--- config.mk ---
export PLATFORM = sky130hd
export DESIGN_NAME = ascii_register_command_parser
export DESIGN_NICKNAME = d
export VERILOG_FILES = /design/src/acrp_pkg.sv /design/src/acrp_parser.sv /design/src/ascii_register_command_parser.sv
export SDC_FILE = /design/constraint.sdc
export NUM_CORES = 1
export LEC_CHECK = 0
export BUFFER_PORTS_ARGS = -buffer_cell sky130_fd_sc_hd__buf_2
export CORE_MARGIN = 2
export CORE_UTILIZATION = 61
export CTS_CLUSTER_SIZE = 12
export DETAILED_ROUTE_END_ITERATION = 7
export PLACE_DENSITY = 0.89
export SLEW_MARGIN = 10
export SYNTH_ARGS = -nofsm -noshare
export SYNTH_HDL_FRONTEND = slang
export SYNTH_SLANG_ARGS = --single-unit
--- constraint.sdc ---
create_clock -name clock -period 8.1 [get_ports clock]
set_input_delay 1.62 -clock clock [delete_from_list [all_inputs] [get_ports clock]]
set_output_delay 1.62 -clock clock [all_outputs]
set_load 0.05 [all_outputs]
--- src/acrp_pkg.sv ---
package acrp_pkg;

   localparam logic [3:0] ST_IDLE = 4'd0;
   localparam logic [3:0] ST_ADDR = 4'd1;
   localparam logic [3:0] ST_OP   = 4'd2;
   localparam logic [3:0] ST_DEC  = 4'd3;
   localparam logic [3:0] ST_HEX  = 4'd4;
   localparam logic [3:0] ST_ID   = 4'd5;
   localparam logic [3:0] ST_BIT  = 4'd6;
   localparam logic [3:0] ST_HE   = 4'd7;
   localparam logic [3:0] ST_HL   = 4'd8;
   localparam logic [3:0] ST_HP   = 4'd9;
   localparam logic [3:0] ST_HEND = 4'd10;
   localparam logic [3:0] ST_HNUM = 4'd11;

   localparam logic [1:0] OP_WRITE = 2'd0;
   localparam logic [1:0] OP_AND   = 2'd1;
   localparam logic [1:0] OP_OR    = 2'd2;
   localparam logic [1:0] OP_BIT   = 2'd3;

   localparam logic [2:0] KIND_READ = 3'd0;
   localparam logic [2:0] KIND_BIT  = 3'd4;
   localparam logic [2:0] KIND_HELP = 3'd5;

   localparam logic [15:0] HELP_SUMMARY = 16'hFFFF;
   localparam logic [7:0]  BIT_LIMIT    = 8'd16;

   localparam logic [7:0] CH_LBRACK = 8'h5B;
   localparam logic [7:0] CH_RBRACK = 8'h5D;
   localparam logic [7:0] CH_EQUAL  = 8'h3D;
   localparam logic [7:0] CH_AMP    = 8'h26;
   localparam logic [7:0] CH_PIPE   = 8'h7C;
   localparam logic [7:0] CH_CARET  = 8'h5E;
   localparam logic [7:0] CH_AT     = 8'h40;
   localparam logic [7:0] CH_QUEST  = 8'h3F;
   localparam logic [7:0] CH_DOT    = 8'h2E;
   localparam logic [7:0] CH_DASH   = 8'h2D;
   localparam logic [7:0] CH_LOW_X  = 8'h78;
   localparam logic [7:0] CH_UP_X   = 8'h58;
   localparam logic [7:0] CH_LOW_H  = 8'h68;
   localparam logic [7:0] CH_LOW_E  = 8'h65;
   localparam logic [7:0] CH_LOW_L  = 8'h6C;
   localparam logic [7:0] CH_LOW_P  = 8'h70;

   typedef struct packed {
      logic [2:0]  kind;
      logic [15:0] address;
      logic [15:0] value;
      logic [3:0]  bit_index;
   } acrp_result_type;

   function automatic logic is_dec(input logic [7:0] c);
      return (c >= 8'h30) && (c <= 8'h39);
   endfunction

   // {valid, nibble}
   function automatic logic [4:0] hex_digit(input logic [7:0] c);
      logic [7:0] t;
      t = 8'd0;
      if (is_dec(c)) begin
         t = c - 8'h30;
         return {1'b1, t[3:0]};
      end
      if ((c >= 8'h41) && (c <= 8'h46)) begin
         t = c - 8'h37;
         return {1'b1, t[3:0]};
      end
      if ((c >= 8'h61) && (c <= 8'h66)) begin
         t = c - 8'h57;
         return {1'b1, t[3:0]};
      end
      return 5'd0;
   endfunction

   function automatic logic [15:0] mul10_add16(input logic [15:0] a, input logic [3:0] d);
      return (a << 3) + (a << 1) + {12'd0, d};
   endfunction

   function automatic logic [7:0] mul10_add8(input logic [7:0] a, input logic [3:0] d);
      return (a << 3) + (a << 1) + {4'd0, d};
   endfunction

endpackage

--- src/acrp_parser.sv ---
module acrp_parser
   import acrp_pkg::*;
(
   input  logic            clock,
   input  logic            reset,
   input  logic            beat,
   input  logic [7:0]      rx_byte,
   input  logic [7:0]      node_id,
   output logic            res_valid,
   output acrp_result_type res
);

   logic [3:0]  state_ff, state_in;
   logic [15:0] addr_ff, addr_in;
   logic [15:0] value_ff, value_in;
   logic [7:0]  id_ff, id_in;
   logic [7:0]  bit_ff, bit_in;
   logic [1:0]  op_ff, op_in;

   logic        dec;
   logic [3:0]  digit;
   logic [4:0]  hex;
   logic [7:0]  help_want;
   logic [3:0]  help_next;

   assign dec   = is_dec(rx_byte);
   assign digit = rx_byte[3:0];
   assign hex   = hex_digit(rx_byte);

   always_comb begin
      case (state_ff)
         ST_HE:   begin help_want = CH_LOW_E; help_next = ST_HL;   end
         ST_HL:   begin help_want = CH_LOW_L; help_next = ST_HP;   end
         default: begin help_want = CH_LOW_P; help_next = ST_HEND; end
      endcase
   end

   always_comb begin
      state_in  = state_ff;
      addr_in   = addr_ff;
      value_in  = value_ff;
      id_in     = id_ff;
      bit_in    = bit_ff;
      op_in     = op_ff;
      res_valid = 1'b0;
      res       = '0;
      if (beat) begin
         case (state_ff)
            ST_ADDR: begin
               if (rx_byte == CH_RBRACK) begin
                  state_in = ST_OP;
                  op_in    = OP_WRITE;
               end else if (dec) begin
                  addr_in = mul10_add16(addr_ff, digit);
               end else if (rx_byte == CH_AT) begin
                  id_in    = 8'd0;
                  state_in = ST_ID;
               end else if (rx_byte == CH_LBRACK) begin
                  addr_in = 16'd0;
               end else begin
                  state_in = ST_IDLE;
               end
            end
            ST_OP: begin
               if (rx_byte == CH_EQUAL) begin
                  state_in = ST_DEC;
                  value_in = 16'd0;
               end else if (rx_byte == CH_AMP) begin
                  op_in = OP_AND;
               end else if (rx_byte == CH_PIPE) begin
                  op_in = OP_OR;
               end else if (rx_byte == CH_CARET) begin
                  bit_in   = 8'd0;
                  state_in = ST_BIT;
               end else if (rx_byte == CH_LBRACK) begin
                  state_in = ST_ADDR;
                  addr_in  = 16'd0;
               end else begin
                  state_in = ST_IDLE;
               end
            end
            ST_DEC, ST_HEX: begin
               if (rx_byte == CH_QUEST) begin
                  res_valid   = 1'b1;
                  res.kind    = KIND_READ;
                  res.address = addr_ff;
                  state_in    = ST_IDLE;
               end else if (rx_byte == CH_DOT) begin
                  res_valid     = 1'b1;
                  res.kind      = {1'b0, op_ff} + 3'd1;
                  res.address   = addr_ff;
                  res.value     = value_ff;
                  res.bit_index = (op_ff == OP_BIT) ? bit_ff[3:0] : 4'd0;
                  state_in      = ST_IDLE;
               end else if (rx_byte == CH_LBRACK) begin
                  state_in = ST_ADDR;
                  addr_in  = 16'd0;
               end else if (state_ff == ST_DEC) begin
                  if (rx_byte == CH_LOW_X || rx_byte == CH_UP_X) begin
                     value_in = 16'd0;
                     state_in = ST_HEX;
                  end else if (dec) begin
                     value_in = mul10_add16(value_ff, digit);
                  end else begin
                     state_in = ST_IDLE;
                  end
               end else if (hex[4]) begin
                  value_in = {value_ff[11:0], hex[3:0]};
               end else begin
                  state_in = ST_IDLE;
               end
            end
            ST_ID: begin
               if (rx_byte == CH_RBRACK) begin
                  if (id_ff == node_id) begin
                     state_in = ST_OP;
                     op_in    = OP_WRITE;
                  end else begin
                     state_in = ST_IDLE;
                  end
               end else if (dec) begin
                  id_in = mul10_add8(id_ff, digit);
               end else if (rx_byte == CH_LBRACK) begin
                  state_in = ST_ADDR;
                  addr_in  = 16'd0;
               end else begin
                  state_in = ST_IDLE;
               end
            end
            ST_BIT: begin
               if (rx_byte == CH_EQUAL) begin
                  if (bit_ff < BIT_LIMIT) begin
                     op_in    = OP_BIT;
                     value_in = 16'd0;
                     state_in = ST_DEC;
                  end else begin
                     state_in = ST_IDLE;
                  end
               end else if (dec) begin
                  bit_in = mul10_add8(bit_ff, digit);
               end else if (rx_byte == CH_LBRACK) begin
                  state_in = ST_ADDR;
                  addr_in  = 16'd0;
               end else begin
                  state_in = ST_IDLE;
               end
            end
            ST_HE, ST_HL, ST_HP: begin
               if (rx_byte == help_want) begin
                  state_in = help_next;
               end else if (rx_byte == CH_LBRACK) begin
                  state_in = ST_ADDR;
                  addr_in  = 16'd0;
               end else begin
                  state_in = ST_IDLE;
               end
            end
            ST_HEND: begin
               if (rx_byte == CH_DOT) begin
                  res_valid = 1'b1;
                  res.kind  = KIND_HELP;
                  res.value = HELP_SUMMARY;
                  state_in  = ST_IDLE;
               end else if (rx_byte == CH_DASH) begin
                  value_in = 16'd0;
                  state_in = ST_HNUM;
               end else if (rx_byte == CH_LBRACK) begin
                  state_in = ST_ADDR;
                  addr_in  = 16'd0;
               end else begin
                  state_in = ST_IDLE;
               end
            end
            ST_HNUM: begin
               if (rx_byte == CH_DOT) begin
                  res_valid = 1'b1;
                  res.kind  = KIND_HELP;
                  res.value = value_ff;
                  state_in  = ST_IDLE;
               end else if (dec) begin
                  value_in = mul10_add16(value_ff, digit);
               end else if (rx_byte == CH_LBRACK) begin
                  state_in = ST_ADDR;
                  addr_in  = 16'd0;
               end else begin
                  state_in = ST_IDLE;
               end
            end
            default: begin
               if (rx_byte == CH_LBRACK) begin
                  state_in = ST_ADDR;
                  addr_in  = 16'd0;
               end else if (rx_byte == CH_LOW_H) begin
                  state_in = ST_HE;
               end else begin
                  state_in = ST_IDLE;
               end
            end
         endcase
      end
   end

   always_ff @(posedge clock) begin
      if (reset) begin
         state_ff <= ST_IDLE;
         addr_ff  <= 16'd0;
         value_ff <= 16'd0;
         id_ff    <= 8'd0;
         bit_ff   <= 8'd0;
         op_ff    <= OP_WRITE;
      end else begin
         state_ff <= state_in;
         addr_ff  <= addr_in;
         value_ff <= value_in;
         id_ff    <= id_in;
         bit_ff   <= bit_in;
         op_ff    <= op_in;
      end
   end

`ifndef NO_ASSERTIONS
   a_emit_to_idle: assert property (@(posedge clock) disable iff (reset)
      res_valid |=> state_ff == ST_IDLE)
      else $error("parser not idle after a result");

   a_hold_no_beat: assert property (@(posedge clock) disable iff (reset)
      !beat |=> $stable(state_ff) && $stable(addr_ff) && $stable(value_ff))
      else $error("parser state moved without a beat");

   a_bit_index_use: assert property (@(posedge clock) disable iff (reset)
      res_valid && res.kind != KIND_BIT |-> res.bit_index == 4'd0)
      else $error("bit index set on a non bit write result");

   a_help_addr: assert property (@(posedge clock) disable iff (reset)
      res_valid && res.kind == KIND_HELP |-> res.address == 16'd0)
      else $error("help result carries an address");
`endif

endmodule

--- src/ascii_register_command_parser.sv ---
// channel | direction | handshake          | payload
// req     | in        | req_valid/req_stall | req_rx_byte
// rsp     | out       | rsp_valid/rsp_stall | rsp_command_kind, rsp_reg_address,
//         |           |                     | rsp_reg_value, rsp_bit_index
// csr     | in        | csr_valid/csr_ready | csr_node_id
//
// One byte per cycle while req_stall is low; parsed in the cycle it is accepted.
// A result is registered into the output entry, or the skid entry if it is busy.
// Synchronous active high reset returns the parser to idle, node id to 0.
// Results go through a two entry output buffer; req_stall rises only when
// both entries are full.
module ascii_register_command_parser
   import acrp_pkg::*;
(
   input  logic        clock,
   input  logic        reset,
   input  logic        req_valid,
   output logic        req_stall,
   input  logic [7:0]  req_rx_byte,
   output logic        rsp_valid,
   input  logic        rsp_stall,
   output logic [2:0]  rsp_command_kind,
   output logic [15:0] rsp_reg_address,
   output logic [15:0] rsp_reg_value,
   output logic [3:0]  rsp_bit_index,
   input  logic        csr_valid,
   output logic        csr_ready,
   input  logic [7:0]  csr_node_id
);

   logic            beat;
   logic            res_valid;
   acrp_result_type res;
   logic [7:0]      node_id_ff;
   logic            out_valid_ff;
   acrp_result_type out_ff;
   logic            skid_valid_ff;
   acrp_result_type skid_ff;
   logic            out_take;

   assign req_stall = skid_valid_ff;
   assign beat      = req_valid & ~req_stall;
   assign csr_ready = 1'b1;
   assign out_take  = out_valid_ff & ~rsp_stall;

   acrp_parser u_parser (
      .clock     (clock),
      .reset     (reset),
      .beat      (beat),
      .rx_byte   (req_rx_byte),
      .node_id   (node_id_ff),
      .res_valid (res_valid),
      .res       (res)
   );

   always_ff @(posedge clock) begin
      if (reset) begin
         node_id_ff <= 8'd0;
      end else if (csr_valid && csr_ready) begin
         node_id_ff <= csr_node_id;
      end
   end

   always_ff @(posedge clock) begin
      if (reset) begin
         out_valid_ff  <= 1'b0;
         skid_valid_ff <= 1'b0;
      end else if (skid_valid_ff) begin
         if (out_take) begin
            out_ff        <= skid_ff;
            skid_valid_ff <= 1'b0;
         end
      end else if (res_valid) begin
         if (!out_valid_ff || out_take) begin
            out_ff       <= res;
            out_valid_ff <= 1'b1;
         end else begin
            skid_ff       <= res;
            skid_valid_ff <= 1'b1;
         end
      end else if (out_take) begin
         out_valid_ff <= 1'b0;
      end
   end

   assign rsp_valid        = out_valid_ff;
   assign rsp_command_kind = out_ff.kind;
   assign rsp_reg_address  = out_ff.address;
   assign rsp_reg_value    = out_ff.value;
   assign rsp_bit_index    = out_ff.bit_index;

`ifndef NO_ASSERTIONS
   a_skid_behind_out: assert property (@(posedge clock) disable iff (reset)
      skid_valid_ff |-> out_valid_ff)
      else $error("skid entry held with empty output");

   a_skid_fill: assert property (@(posedge clock) disable iff (reset)
      res_valid && out_valid_ff && rsp_stall |=> skid_valid_ff)
      else $error("result not parked while output stalled");

   a_skid_drain: assert property (@(posedge clock) disable iff (reset)
      skid_valid_ff && out_take |=> out_valid_ff && !skid_valid_ff)
      else $error("skid entry not moved to output");
`endif

endmodule
# Word-level counts from Yosys, hierarchy flattened
# Cells that the tools add are included.
[totals]
ff_bits = 142
inputBits = 21
out_inout_bits = 42
elab_cells = 254
[classes]
n_addsub = 12
magnitude_cmp = 7
eq_ne = 64
n_mux = 123
bitwise_logic = 6
reduce_logical = 25
[ops]
columns = ["cell", "n"]
rows = [
  ["$mux W16", 33],
  ["$mux W39", 6],
  ["$pmux W16 S8", 1],
  ["$mux W4", 25],
  ["$mux W8", 11],
  ["$pmux W16 S5", 1],
  ["$eq A8 B7 Y1 const B", 8],
  ["$pmux W16 S3", 1],
  ["$eq A8 B6 Y1 const B", 5],
  ["$add A16 B16 Y16", 2],
  ["$add A16 B4 Y16", 2],
  ["$pmux W4 S8", 1],
  ["$pmux W8 S2", 2],
  ["$mux W5", 6],
  ["$ne A2 B2 Y1 const B", 15],
  ["$ne A2 B1 Y1 const B", 13],
  ["$mux W2", 10],
  ["$mux W20", 1],
  ["$mux W19", 1],
  ["$mux W1", 17],
  ["$add A8 B4 Y8", 2],
  ["$add A8 B8 Y8", 2],
  ["$eq A4 B3 Y1 const B", 4],
  ["$eq A4 B4 Y1 const B", 4],
  ["other kinds (42)", 64],
]

# Longest topological paths before layout
# Gate-level depths: netlist of run 1.
[depth]
word_depth = 15
mapped_depth = 11
ltp_nobuf = 11

# By module
# From an unflattened synthesis of run 1, not the netlist that was laid out.
[hier_totals]
hier_cells = 900
area_unflattened_um2 = 9116.2
[by_module_without_submodules]
columns = ["module", "n_inst", "cells_each", "area_each_um2", "seq_area_each_um2"]
rows = [
  ["acrp_parser", 1, 737, 5868.1, 1081.0],
  ["ascii_register_command_parser", 1, 163, 3248.1, 2542.4],
]

# Worst setup path after synthesis of run 1
# OpenSTA, ideal clock, no wires.
[synth_timing]
path_kind = "input-to-reg"
from = "input req_rx_byte[4]"
to = "register out_ff (netlist bit rsp_bit_index[0]), enable pin"
setup_ps = 499
arrival_time_ps = 5851
required_time_ps = 7601
path_slack_ps = 1750
path_stages = 6
n_path_buf = 1
path_cell_list = "buf_6 or4b_4 nor2_2 o21a_1 nand3_1 a221oi_1"
[synth_via]
elab_chain_len = 7
elab_cells_between_ends = 8
cone_classes = "eq/ne (2); mux (4); reduce/logical (2)"
[synth_rtl]
columns = ["element", "line", "source"]
rows = [
  ["from (decl)", "ascii_register_command_parser.sv:19", "input logic [7:0] req_rx_byte,"],
  ["$eq A8 B6 Y1", "acrp_parser.sv:88, acrp_parser.sv:159, acrp_parser.sv:175", ""],
  ["$mux W1", "acrp_parser.sv:88, acrp_parser.sv:159, acrp_parser.sv:175", ""],
  ["$mux W1", "acrp_parser.sv:83", "if (rx_byte == CH_QUEST) begin"],
  ["$pmux W1 S2 (*)", "acrp_parser.sv:48", "case (state_ff)"],
  ["$mux W1 (*)", "acrp_parser.sv:47", "if (beat) begin"],
  ["$reduce_bool A2 Y1 (no line) (*)", "--", ""],
  ["$reduce_and A4 Y1 (no line) (*)", "--", ""],
  ["to (signal assigned)", "ascii_register_command_parser.sv:70", "out_ff <= skid_ff;"],
  ["to (signal assigned)", "ascii_register_command_parser.sv:75", "out_ff <= res;"],
  ["to (decl)", "ascii_register_command_parser.sv:36", "acrp_result_type out_ff;"],
]
# Mark *: on every way between the ends. The rest lies on a longest branch, timed or not.
# A chain may end at the register's enable or synchronous reset.

# Final worst setup path of run 1
[layout_timing]
from = "input req_rx_byte[1]"
to = "register u_parser.value_ff[13]"
[layout_via]
elab_chain_len = 10
elab_cells_between_ends = 47
cone_classes = "add/sub (1); order compare (6); eq/ne (16); mux (19); reduce/logical (5)"
[layout_rtl]
columns = ["element", "line", "source"]
rows = [
  ["$ge A8 B7 Y1 or $le A8 B7 Y1 (tied branches)", "acrp_pkg.sv:68", "if ((c >= 8'h61) && (c <= 8'h66)) begin"],
  ["$logic_and A1 B1 Y1", "acrp_pkg.sv:68", ""],
  ["$mux W1 (2 in a row)", "acrp_pkg.sv:68", ""],
  ["$mux W1", "acrp_pkg.sv:64", "if ((c >= 8'h41) && (c <= 8'h46)) begin"],
  ["$mux W5", "acrp_pkg.sv:72", "return 5'd0;"],
  ["$mux W5", "acrp_pkg.sv:68", ""],
  ["$mux W5", "acrp_pkg.sv:64", ""],
  ["$ne A3 B1 Y1 (no line)", "--", ""],
  ["$reduce_and A12 Y1 (no line)", "--", ""],
  ["to (signal assigned)", "acrp_parser.sv:214", "value_ff <= value_in;"],
  ["to (decl)", "acrp_parser.sv:15", "logic [15:0] value_ff, value_in;"],
]
# Parallel ways exist; a longest one is shown, timed or not. The select of a mux whose other input is x is not followed.

==> metrics.csv, run 1 <==
stage;metric;value;unit
die;Die X;124.2;microns
routing;vias per cell;6.502;
global_route;total congestion overflow;0;
hold_path;hold path cells;2;
yosys;largest family of logic cells by synthesized area;compound AO/OA/AOI/OAI gates;
critical_path;crit end category;flop;
timing;Hold Vio Cnt, Final;0;
die;IO Pins;63;
power_and_ir_drop;pwr/cell area;165.6;nW/um^2
die;Die H;124.2;microns
clock_tree;H-tree Lvls;4;
global_route;GRT Total Usage;30.14;%
clock_tree;Root Buffer;clkbuf_16;
yosys;post-synthesis adder-cell area fraction;12.75;%
placed_design;port bufs;61;
yosys;asr flop ratio synth;0;%
hold_path;Hold Crit Start;u_parser.bit_ff[7];
critical_path;crit path cell chain;buf_2 -> inv_1 -> ha_1 -> nand3_1 -> or3_1 -> a21oi_1 -> and4bb_1 -> o21ai_1 -> a32oi_1 -> o32ai_1;
die;num rows;43;
critical_path;RR Endpoint;u_parser.value_ff[13];
routing;Iter 0 DRT Violations;841;
timing;fin worst setup slack;3.424;ns
yosys;Netlist Area Pre-Place;8812;sq um
global_route;first-pass GRT wire length;36.11;mm
timing;Final Max Slew Viols;0;
critical_path;max incr delay on CP;0.76;ns
cells_and_area;nets;1055;
timing;minimum clock period;4.676;ns
critical_path;Worst path slowest cell;and4bb_1;
status;outcome;completed;
die;Die Area;15420;sq um
hold_path;end point of the worst hold path;u_parser.bit_ff[7];
cells_and_area;commonest non-fill, non-tap cells in the layout;nand2_1 (83), edfxtp_1 (78), ha_1 (77), a21oi_1 (64), dfxtp_1 (64);
yosys;Unique masters post-synth;80;
yosys;Synth Instances;906;
clock_tree;Inserted Clock Buffers;17;
cells_and_area;fraction of layout cells with a size suffix above 1;13.51;%
timing;Tightest Pin Transition;1.086;ns
critical_path;Setup Crit Path Kind;primary input to flop;
clock_tree;Hold Buf Count CTS;0;
yosys;yosys warns;0;
critical_path;register-to-register path setup slack;4.40;ns
cells_and_area;Ant. Diodes;0;
routing;Via Count;7425;
yosys;sequential cell area fraction in the yosys report;41.12;%
placed_design;pre-CTS setup slack;3.173;ns
routing;DRC;0;
yosys;mux share of post-synthesis cell area;1.377;%
clock_tree;CTS tree;yes;
cells_and_area;fill count;1013;
timing;fmax;213.8;MHz
hold_path;type of the most critical hold path;flop to flop;
power_and_ir_drop;Max VDD drop;123.1;uV
yosys;Synth Area per Inst;9.726;sq um
yosys;area fraction of the dominant cell type after synthesis;26.58;%
yosys;Primary FF master, synth;edfxtp_1;
yosys;number of synthesized flops with an enable pin;78;
global_route;largest net degree at the start of global routing;53;
global_route;initial antenna violation count;0;
routing;DR pass1 iterations;6;
timing;skew final;0.01046;ns
die;Starting Density;63.00;%
clock_tree;Clk pin slew, worst setup/hold paths;0.07;ns
critical_path;worst r2r src;u_parser.state_ff[3];
clock_tree;worst skew pair latency;0.44;ns
job;max_cap viols;0;
yosys;xor/xnor share of the synthesized area;4.274;%
yosys;Synth Area in Simple Gates;15.92;%
clock_tree;total clock sinks;142;
placed_design;routability congestion estimate;1.016;
timing;Slew headroom;27.25;%
critical_path;CP required;8.38;ns
die;core area;13990;sq um
yosys;post-synth top area cell;edfxtp_1;
routing;drt wl/cell;19.37;microns
yosys;post-synthesis compound-gate area fraction;20.64;%
clock_tree;cells resized by post-CTS repair;0;
yosys;syn nets;1012;
cells_and_area;Layout area overhead;11.17;%
timing;post-route setup TNS;0;ns
power_and_ir_drop;Power, Total;0.001622;W
yosys;Synth area leaders;edfxtp_1 (27%), dfxtp_1 (15%), ha_1 (11%);
routing;DRT antenna net count;0;
critical_path;CP arrival;4.96;ns
clock_tree;post-CTS setup buffers;0;
critical_path;CP Launch Type;primary input;
power_and_ir_drop;Leak;4.177;nW
cells_and_area;commonest non-fill, non-tap cell in the layout;nand2_1;
placed_design;Detailed Place HPWL;15.11;mm
timing;RSZ-0062 raised after global routing;no;
timing;Tcrit/Tclk final;57.73;%
yosys;number of synthesized register bits;142;
routing;WL final;22.12;mm
critical_path;Worst R2R Path Depth;7;
timing;Final setup viols;0;
clock_tree;CTS max path bufs;2;
critical_path;Max FO, Critical Path;20;
global_route;vias in the first global route;7264;
[worst max path at each step]
stage / cells after the start / to / slack (ns) / from
6_report: 10 / u_parser.value_ff[13] / 3.42 / req_rx_byte[1]
2_1_floorplan: 6 / rsp_bit_index[0] / 1.75 / req_rx_byte[4]
3_3_place_gp: 12 / u_parser.value_ff[15] / 3.27 / req_rx_byte[3]
4_1_cts: 10 / u_parser.value_ff[13] / 3.56 / req_rx_byte[1]
5_1_grt: 10 / u_parser.value_ff[13] / 3.27 / req_rx_byte[1]
3_5_place_dp: 12 / u_parser.value_ff[15] / 3.17 / req_rx_byte[3]
[area by class of cell]
cell class	instances	area [sq um]	area share [%]
Clock inverter	15	171.4	1.750
Timing Repair Buffer	71	380.4	3.883
Sequential cell	142	3623	36.99
Inverter	27	101.3	1.034
Multi-Input combinational cell	690	4870	49.71
Tap cell	180	225.2	2.299
Clock buffer	17	425.4	4.342
[power by group]
| group | switching [W] | leakage, nW | internal, W |
|---|---|---|---|
| registers | 0.00000669 | 1.18 | 0.000755 |
| clock network | 0.000354 | 0.294 | 0.000438 |
| logic | 0.0000453 | 2.70 | 0.0000237 |
| total | 0.000406 | 4.18 | 0.00122 |
[metrics by stage]
| step | util [%] | cell area [sq um] | std cells | hold WS (ns) |
|---|---|---|---|---|
| 2_1_floorplan | - | 8812 | 906 | 0.4167 |
| 3_3_place_gp | 65.77 | 9200 | 1110 | 0.4404 |
| 3_5_place_dp | 65.77 | 9200 | 1110 | 0.4542 |
| 4_1_cts | 70.04 | 9797 | 1142 | 0.4674 |
| 5_1_grt | 70.04 | 9797 | 1142 | 0.4900 |
| 6_report | 70.04 | 9797 | 1142 | 0.4686 |
[state kept, by name, summed over array words and instances, names as in the netlist]
name and count:
node_id_ff 8, req_stall 1, rsp_bit_index 4, rsp_command_kind 3, rsp_reg_address 16, rsp_reg_value 16
rsp_valid 1, skid_ff 39, u_parser.addr_ff 16, u_parser.bit_ff 8, u_parser.id_ff 8, u_parser.op_ff 2
u_parser.state_ff 4, u_parser.value_ff 16
[synthesized netlist by cell type, types with 6 or more instances]
library cell and count:
edfxtp_1 78, fa_1 8, a31oi_1 7, dfxtp_1 64, nand2b_1 8, inv_1 27, o22ai_1 6, o2111ai_1 6
buf_2 8, a22oi_1 10, nor2b_1 6, nand3_1 20, or3_1 6, nor3_1 27, and2_1 21, xor2_1 24
a21oi_2 11, nor2_1 63, xnor2_1 19, a211oi_1 8, mux2i_1 11, nand4_1 6, clkbuf_1 28, a21oi_1 64
o21a_1 7, nand2_1 83, ha_1 77, o21ai_0 48, a21o_1 50
[worst max-delay path, delay by kind of cell]
family                   cells  cell delay, ns
buffers and inverters        2            0.32
AO/OA/AOI/OAI                4            1.40
adder cells (fa/ha/maj)      1            0.23
AND/OR/NAND/NOR              3            1.39
[kinds of logic (layout without fill, tap and decap cells)]
family | count (synthesis) | in the layout
XOR/XNOR | 43 | 43
flip-flops | 142 | 142
buffers and inverters | 74 | 130
adder cells (fa/ha/maj) | 85 | 85
AND/OR/NAND/NOR | 279 | 279
AO/OA/AOI/OAI | 270 | 270
other | 1 | 1
multiplexers | 12 | 12
[metal layers]
layer  up-vias  part of all wire, %  track usage [%]
met4         0                  2.6            12.50
li1       3454                    -                -
met1      3512                   42            39.24
met2       390                   47            48.80
met3        69                  8.4            6.364
met5         -                    0                0
(Power assumes the default switching activity.)
==> run 2: changes to the inputs <==
--- a/config.mk
+++ b/config.mk
@@ -5,9 +5,10 @@
 export SDC_FILE = /design/constraint.sdc
 export NUM_CORES = 1
 export LEC_CHECK = 0
+export ABC_AREA = 1
 export BUFFER_PORTS_ARGS = -buffer_cell sky130_fd_sc_hd__buf_2
 export CORE_MARGIN = 2
-export CORE_UTILIZATION = 61
+export CORE_UTILIZATION = 62
 export CTS_CLUSTER_SIZE = 12
 export DETAILED_ROUTE_END_ITERATION = 7
 export PLACE_DENSITY = 0.89
==> constraint.sdc (replaced) <==
create_clock -name clock -period 4.7 [get_ports clock]
set_input_delay 0.94 -clock clock [delete_from_list [all_inputs] [get_ports clock]]
set_output_delay 0.94 -clock clock [all_outputs]
set_load 0.05 [all_outputs]
==> run 2 against run 1 <==
Effect of this change: design area increased by 8.7%; critical endpoint is now u_parser.value_ff[15]; largest cell class unchanged; clock power rose by 72%; non-clock buffer count is 3 lower; synthesized area up 9.1%; register-to-register slack lost 2.7 ns; global-route usage is 0.38 points higher; sequential cell count is the same; power is 82% higher; via count grew 19%; final cell count is 33% higher; core utilization about the same.
==> metrics.csv, run 2 <==
stage;metric;value;unit;change
status;outcome;completed;;
global_route;largest net degree at the start of global routing;43;;-19%
placed_design;pre-CTS setup slack;1.257;ns;-1.917 ns
critical_path;Max FO, Critical Path;12;;-40%
die;num rows;45;;+4.7%
placed_design;port bufs;61;;unchanged
yosys;Synth Instances;1269;;+40%
hold_path;hold path cells;2;;unchanged
global_route;vias in the first global route;7952;;+9.5%
die;IO Pins;63;;unchanged
die;Die Area;16520;sq um;+7.1%
hold_path;end point of the worst hold path;u_parser.bit_ff[7];;
yosys;Synth top cells by count;nand2_1 (293), inv_1 (138), nor2_1 (116);;
critical_path;CP Launch Type;primary input;;
cells_and_area;Ant. Diodes;0;;unchanged
cells_and_area;fill count;1239;;+22%
clock_tree;post-CTS setup buffers;0;;unchanged
critical_path;Setup Crit Path Kind;primary input to flop;;
timing;skew final;0.004045;ns;-0.006419 ns
hold_path;Hold Crit Start;u_parser.bit_ff[7];;
yosys;most common cell in the synthesized netlist;nand2_1;;
cells_and_area;max FFs per register;39;;unchanged
critical_path;Worst R2R Path Depth;11;;+4
placed_design;routability congestion estimate;0.9964;;-1.9%
routing;DR pass1 iterations;6;;unchanged
critical_path;register-to-register path setup slack;1.71;ns;-2.69 ns
die;core area;15200;sq um;+8.7%
timing;minimum clock period;3.091;ns;
hold_path;type of the most critical hold path;flop to flop;;
global_route;initial antenna violation count;0;;unchanged
routing;vias per cell;5.835;;-10%
clock_tree;worst skew pair latency;0.44;ns;about the same
critical_path;crit path cell chain;buf_2 -> inv_1 -> fa_1 -> inv_1 -> ha_1 -> nand2_1 -> nor2_1 -> nand2_1 -> nand2_1 -> nand3_1 -> nand3_1 -> nand2_1 -> nor2_1 -> nor2_1 -> nor2_1 -> nor2_1;;
cells_and_area;Layout area overhead;10.80;%;
yosys;Primary FF master, synth;edfxtp_1;;
yosys;syn nets;1375;;+36%
critical_path;max incr delay on CP;0.56;ns;-0.20 ns
yosys;sequential cell area fraction in the yosys report;37.68;%;-3.4 points
yosys;yosys warns;0;;unchanged
critical_path;crit end category;flop;;
critical_path;worst r2r src;u_parser.state_ff[2];;
power_and_ir_drop;Leak;5.054;nW;+21%
die;Die H;128.5;microns;+3.5%
critical_path;RR Endpoint;skid_ff[9];;
critical_path;critical path's most frequent cell;nor2_1;;
clock_tree;Inserted Clock Buffers;17;;unchanged
clock_tree;Hold Buf Count CTS;0;;unchanged
yosys;Synth Area per Inst;7.577;sq um;-22%
yosys;post-synth top area cell;edfxtp_1;;
routing;WL final;24.88;mm;+12%
job;max_cap viols;0;;unchanged
clock_tree;cells resized by post-CTS repair;0;;unchanged
timing;fmax;323.6;MHz;
power_and_ir_drop;switching power;0.0008042;W;+98%
placed_design;area of placed instances;10050;sq um;+9.2%
power_and_ir_drop;clock power share;46.0;%;-2.8 points
critical_path;Worst path slowest cell;fa_1;;
timing;Tcrit/Tclk final;65.76;%;
cells_and_area;nets;1425;;+35%
critical_path;CP arrival;3.42;ns;-1.54 ns
cells_and_area;Finished Cell Area;10650;sq um;+8.7%
yosys;area fraction of the dominant cell type after synthesis;24.36;%;-2.2 points
global_route;first-pass GRT wire length;39.53;mm;+9.5%
timing;RSZ-0062 raised after global routing;no;;
clock_tree;CTS tree;yes;;
global_route;GRT Total Usage;30.52;%;+0.38 points
clock_tree;total clock sinks;142;;unchanged
routing;DRT antenna net count;0;;unchanged
clock_tree;CTS max path bufs;2;;unchanged
critical_path;CP required;5.03;ns;-3.35 ns
routing;DRC;0;;unchanged
cells_and_area;Biggest register;skid_ff;;
routing;Iter 0 DRT Violations;815;;-3.1%
yosys;Unique masters post-synth;45;;-44%
cells_and_area;utilization after layout;70.08;%;about the same
timing;Final setup viols;0;;unchanged
power_and_ir_drop;Max VDD drop;249.8;uV;+100%
power_and_ir_drop;Combinational Power Share;8.7;%;+4.5 points
die;Starting Density;63.25;%;+0.25 points
placed_design;Detailed Place HPWL;18.31;mm;+21%
timing;Tightest Pin Transition;1.017;ns;-0.06959 ns
timing;fin worst setup slack;1.609;ns;-1.814 ns
cells_and_area;commonest non-fill, non-tap cell in the layout;nand2_1;;
power_and_ir_drop;pwr/cell area;277.5;nW/um^2;+68%
cells_and_area;fraction of layout cells with a size suffix above 1;11.04;%;-2.5 points
power_and_ir_drop;Reg power frac;45.2;%;-1.7 points
routing;Via Count;8869;;+19%
timing;Slew headroom;32.14;%;+4.9 points
timing;Final Max Slew Viols;0;;unchanged
yosys;number of synthesized register bits;142;;unchanged
clock_tree;Root Buffer;clkbuf_16;;
yosys;asr flop ratio synth;0;%;unchanged
timing;Hold Vio Cnt, Final;0;;unchanged
routing;drt wl/cell;16.37;microns;-15%
clock_tree;Clk pin slew, worst setup/hold paths;0.07;ns;about the same
global_route;total congestion overflow;0;;unchanged
clock_tree;H-tree Lvls;4;;unchanged
yosys;number of synthesized flops with an enable pin;78;;unchanged
power_and_ir_drop;Int Pwr;0.002152;W;+77%
die;Die X;128.5;microns;+3.5%
yosys;Netlist Area Pre-Place;9615;sq um;+9.1%
cells_and_area;commonest non-fill, non-tap cells in the layout;nand2_1 (293), inv_1 (138), nor2_1 (115), nand3_1 (97), a21oi_1 (96);;
yosys;Synth area leaders;edfxtp_1 (24%), dfxtp_1 (13%), nand2_1 (11%);;
power_and_ir_drop;Sw Share;27.20;%;+2.2 points
timing;post-route setup TNS;0;ns;unchanged
-- run 2: cell types whose count changed after synthesis, sizes merged, moves of 20 or more --
cell   change
a21o      -20
a21oi     +21
inv      +122
nand3     +80
nor2      +63
nand2    +220
o21ai     +41
and2      -20
-- run 2: logic make-up (layout without fill, tap and decap cells) --
| logic type | Yosys count | in the layout | share of synthesized area [%] |
|---|---|---|---|
| AND/OR/NAND/NOR | 583 | 583 | 26.18 |
| AO/OA/AOI/OAI | 241 | 241 | 13.92 |
| buffers and inverters | 187 | 250 | 7.755 |
| flip-flops | 142 | 142 | 37.68 |
| adder cells (fa/ha/maj) | 85 | 85 | 11.69 |
| XOR/XNOR | 30 | 30 | 2.733 |
| other | 1 | 1 | 0.03900 |
-- run 2: stage by stage --
step | hold slack, ns | cells | power, W
final | 0.4670 | 1520 | 0.002957
after global placement | 0.4528 | 1488 | 0.001608
after CTS | 0.4671 | 1520 | 0.002955
after floorplan | 0.4457 | 1269 | 0.001543
after global routing | 0.5011 | 1520 | 0.003045
after detailed placement | 0.4579 | 1488 | 0.001613
-- run 2: cell type report --
| type | count | area, sq um | area share (%) |
|---|---|---|---|
| Clock buffer | 17 | 425.4 | 3.993 |
| Multi-Input combinational cell | 940 | 5271 | 49.48 |
| Inverter | 150 | 563.0 | 5.285 |
| Clock inverter | 15 | 177.7 | 1.668 |
| Timing Repair Buffer | 68 | 357.8 | 3.359 |
| Tap cell | 188 | 235.2 | 2.208 |
| Sequential cell | 142 | 3623 | 34.01 |
-- run 2: how the worst max path moves through the flow --
| stage | start | endpoint | slack [ns] | cells after the start |
|---|---|---|---|---|
| after floorplan | req_rx_byte[0] | skid_ff[0] | 0.82 | 10 |
| after global routing | u_parser.state_ff[2] | skid_ff[9] | 1.39 | 11 |
| final | req_rx_byte[3] | u_parser.value_ff[15] | 1.61 | 16 |
| after global placement | req_rx_byte[3] | u_parser.value_ff[14] | 1.29 | 15 |
| after CTS | req_rx_byte[3] | u_parser.value_ff[12] | 1.65 | 15 |
| after detailed placement | req_rx_byte[3] | u_parser.value_ff[12] | 1.26 | 15 |
-- run 2: worst max-delay path, delay by kind of cell --
family,cells,cell delay [ns]
and+or+nand+nor,11,1.09
buffers and inverters,3,0.53
adders and majority gates,2,0.86
-- run 2: power groups by stage --
stage / registers [W] / clock network (W) / logic [W]
after floorplan: 0.00136 / 0 / 0.000187
after global placement: 0.00136 / 0 / 0.000244
after detailed placement: 0.00136 / 0 / 0.000250
after CTS: 0.00134 / 0.00137 / 0.000253
after global routing: 0.00134 / 0.00142 / 0.000288
final: 0.00134 / 0.00136 / 0.000259
-- run 2: per-layer routing --
metal,share of wire (%),GRT usage (%),wire length (microns),vias to the layer above
li1,-,-,-,4351
met1,46,43.56,11360,4066
met2,44,46.25,10870,417
met3,9.1,6.985,2260,35
met4,1.6,9.847,389,0
met5,0,0,0,-
==> run 3: changes to the inputs <==
==> constraint.sdc (replaced) <==
create_clock -name clock -period 2.9 [get_ports clock]
set_input_delay 0.58 -clock clock [delete_from_list [all_inputs] [get_ports clock]]
set_output_delay 0.58 -clock clock [all_outputs]
set_load 0.05 [all_outputs]
==> run 3 against run 2 <==
Effect of this change: worst hold slack got worse by 0.099 ns; design area rose by 2.4%; via count rose by 1.7%; clock skew rose by 0.0044 ns; sequential cell count did not move; critical path type is now flop to flop; highest routed layer unchanged.
==> metrics.csv, run 3 (synthesized netlist as in run 2, its figures left out) <==
stage;metric;value;unit;change
placed_design;Inst Count DP;1515;;+1.8%
clock_tree;Hold Buf Count CTS;0;;unchanged
routing;DRT antenna net count;0;;unchanged
clock_tree;total clock sinks;142;;unchanged
clock_tree;Inserted Clock Buffers;17;;unchanged
cells_and_area;Biggest register;skid_ff;;
cells_and_area;Reg area;3623;sq um;unchanged
critical_path;crit end category;flop;;
routing;DRC;0;;unchanged
cells_and_area;Ant. Diodes;0;;unchanged
critical_path;Max FO, Critical Path;4;;-8
global_route;GRT Total Usage;30.41;%;-0.10 points
routing;vias per cell;5.829;;about the same
clock_tree;Clk pin slew, worst setup/hold paths;0.06;ns;about the same
timing;Final Max Slew Viols;0;;unchanged
placed_design;port bufs;61;;unchanged
critical_path;CP arrival;2.96;ns;-0.46 ns
cells_and_area;commonest non-fill, non-tap cells in the layout;nand2_1 (292), inv_1 (137), nor2_1 (114), nand3_1 (97), a21oi_1 (96);;
critical_path;Setup Crit Path Kind;flop to flop;;
timing;WHS;0.3681;ns;-0.09889 ns
clock_tree;CTS max path bufs;2;;unchanged
cells_and_area;fill count;1163;;-6.1%
global_route;first-pass GRT wire length;39.74;mm;+0.54%
die;num rows;45;;unchanged
clock_tree;cells resized by post-CTS repair;0;;unchanged
die;Die H;128.5;microns;unchanged
cells_and_area;max FFs per register;39;;unchanged
timing;post-route setup TNS;0;ns;unchanged
clock_tree;CTS tree;yes;;
global_route;vias in the first global route;8139;;+2.4%
clock_tree;post-CTS setup buffers;0;;unchanged
timing;Hold Vio Cnt, Final;0;;unchanged
routing;drt wl/cell;15.81;microns;-3.4%
timing;Tcrit/Tclk final;91.19;%;
clock_tree;worst skew pair latency;0.43;ns;about the same
die;core area;15200;sq um;unchanged
cells_and_area;area of the multi-input gates;5283;sq um;+0.21%
placed_design;Detailed Place HPWL;17.78;mm;-2.9%
timing;Slew headroom;33.44;%;+1.3 points
power_and_ir_drop;pwr/cell area;443.5;nW/um^2;+60%
timing;minimum clock period;2.645;ns;
routing;Via Count;9018;;+1.7%
timing;fmax;378.1;MHz;
placed_design;routability congestion estimate;0.9907;;-0.57%
critical_path;CP required;3.22;ns;-1.81 ns
status;outcome;completed;;
timing;Tightest Pin Transition;0.9973;ns;-0.01952 ns
routing;WL final;24.46;mm;-1.7%
cells_and_area;final non-filler cell total;1547;;+1.8%
critical_path;CP Launch Type;flop;;
die;Starting Density;63.25;%;unchanged
die;Die X;128.5;microns;unchanged
clock_tree;H-tree Lvls;4;;unchanged
timing;RSZ-0062 raised after global routing;no;;
timing;skew final;0.008431;ns;+0.004386 ns
clock_tree;Root Buffer;clkbuf_16;;
cells_and_area;commonest non-fill, non-tap cell in the layout;nand2_1;;
critical_path;register-to-register path setup slack;0.26;ns;-1.45 ns
die;Die Area;16520;sq um;unchanged
hold_path;type of the most critical hold path;primary input to flop;;
routing;Iter 0 DRT Violations;936;;+15%
power_and_ir_drop;Leak;5.183;nW;+2.5%
global_route;initial antenna violation count;0;;unchanged
routing;DR pass1 iterations;7;;+1
timing;Final setup viols;0;;unchanged
cells_and_area;fraction of layout cells with a size suffix above 1;13.02;%;+2.0 points
global_route;total congestion overflow;0;;unchanged
cells_and_area;utilization after layout;71.78;%;+1.7 points
cells_and_area;nets;1452;;+1.9%
global_route;largest net degree at the start of global routing;43;;unchanged
cells_and_area;Layout area overhead;13.48;%;
job;max_cap viols;0;;unchanged
power_and_ir_drop;Max VDD drop;496.2;uV;+99%
die;IO Pins;63;;unchanged
## run 3: final timing paths
check        depth (start not counted)                     to                 start
max                                 11  u_parser.value_ff[10]  u_parser.value_ff[0]
min                                  3          node_id_ff[3]        csr_node_id[3]
max reg2reg                         11  u_parser.value_ff[10]  u_parser.value_ff[0]
min reg2reg                          2     u_parser.bit_ff[7]    u_parser.bit_ff[7]
## run 3: metal layers
| metal | share of wire [%] | up-vias | GRT usage (%) | wire length, microns |
|---|---|---|---|---|
| met3 | 10 | 46 | 7.443 | 2530 |
| met4 | 1.9 | 0 | 9.847 | 458 |
| met1 | 44 | 4089 | 43.25 | 10710 |
| met5 | 0 | - | 0 | 0 |
| li1 | - | 4398 | - | - |
| met2 | 44 | 485 | 45.93 | 10770 |
## run 3: power by group
group | internal (W) | total [W] | switching, W | leakage, nW
Combinational | 0.000153 | 0.000440 | 0.000287 | 3.68
Clock | 0.00130 | 0.00223 | 0.000926 | 0.274
Sequential | 0.00213 | 0.00217 | 0.0000381 | 1.23
## run 3: area by class of cell
| type | count | share of cell area [%] |
|---|---|---|
| tap | 188 | 2.156 |
| multi-input combinational | 940 | 48.41 |
| sequential | 142 | 33.21 |
| timing repair buffer | 95 | 5.596 |
| clock buffer | 19 | 4.059 |
| clock inverter | 13 | 1.376 |
| inverter | 150 | 5.194 |
## run 3: per-stage QoR
step,setup slack [ns],area [sq um],total power [W]
3_5_place_dp,-0.05331,10320,0.002636
2_1_floorplan,0.01309,9653,0.002501
3_3_place_gp,0.05250,10320,0.002624
5_1_grt,0.07250,10910,0.004992
6_report,0.2554,10910,0.004839
4_1_cts,0.3013,10910,0.004833
## run 3: critical path, cell delays in order, from the launching register on
cell and delay, ns:
dfxtp_1 0.41, inv_1 0.15, fa_1 0.52, inv_1 0.07, fa_1 0.48, nand3_1 0.11, nand3_1 0.13, nand4_1 0.11
nand2_1 0.11, xor2_1 0.15, o21ai_0 0.19, a21oi_1 0.10
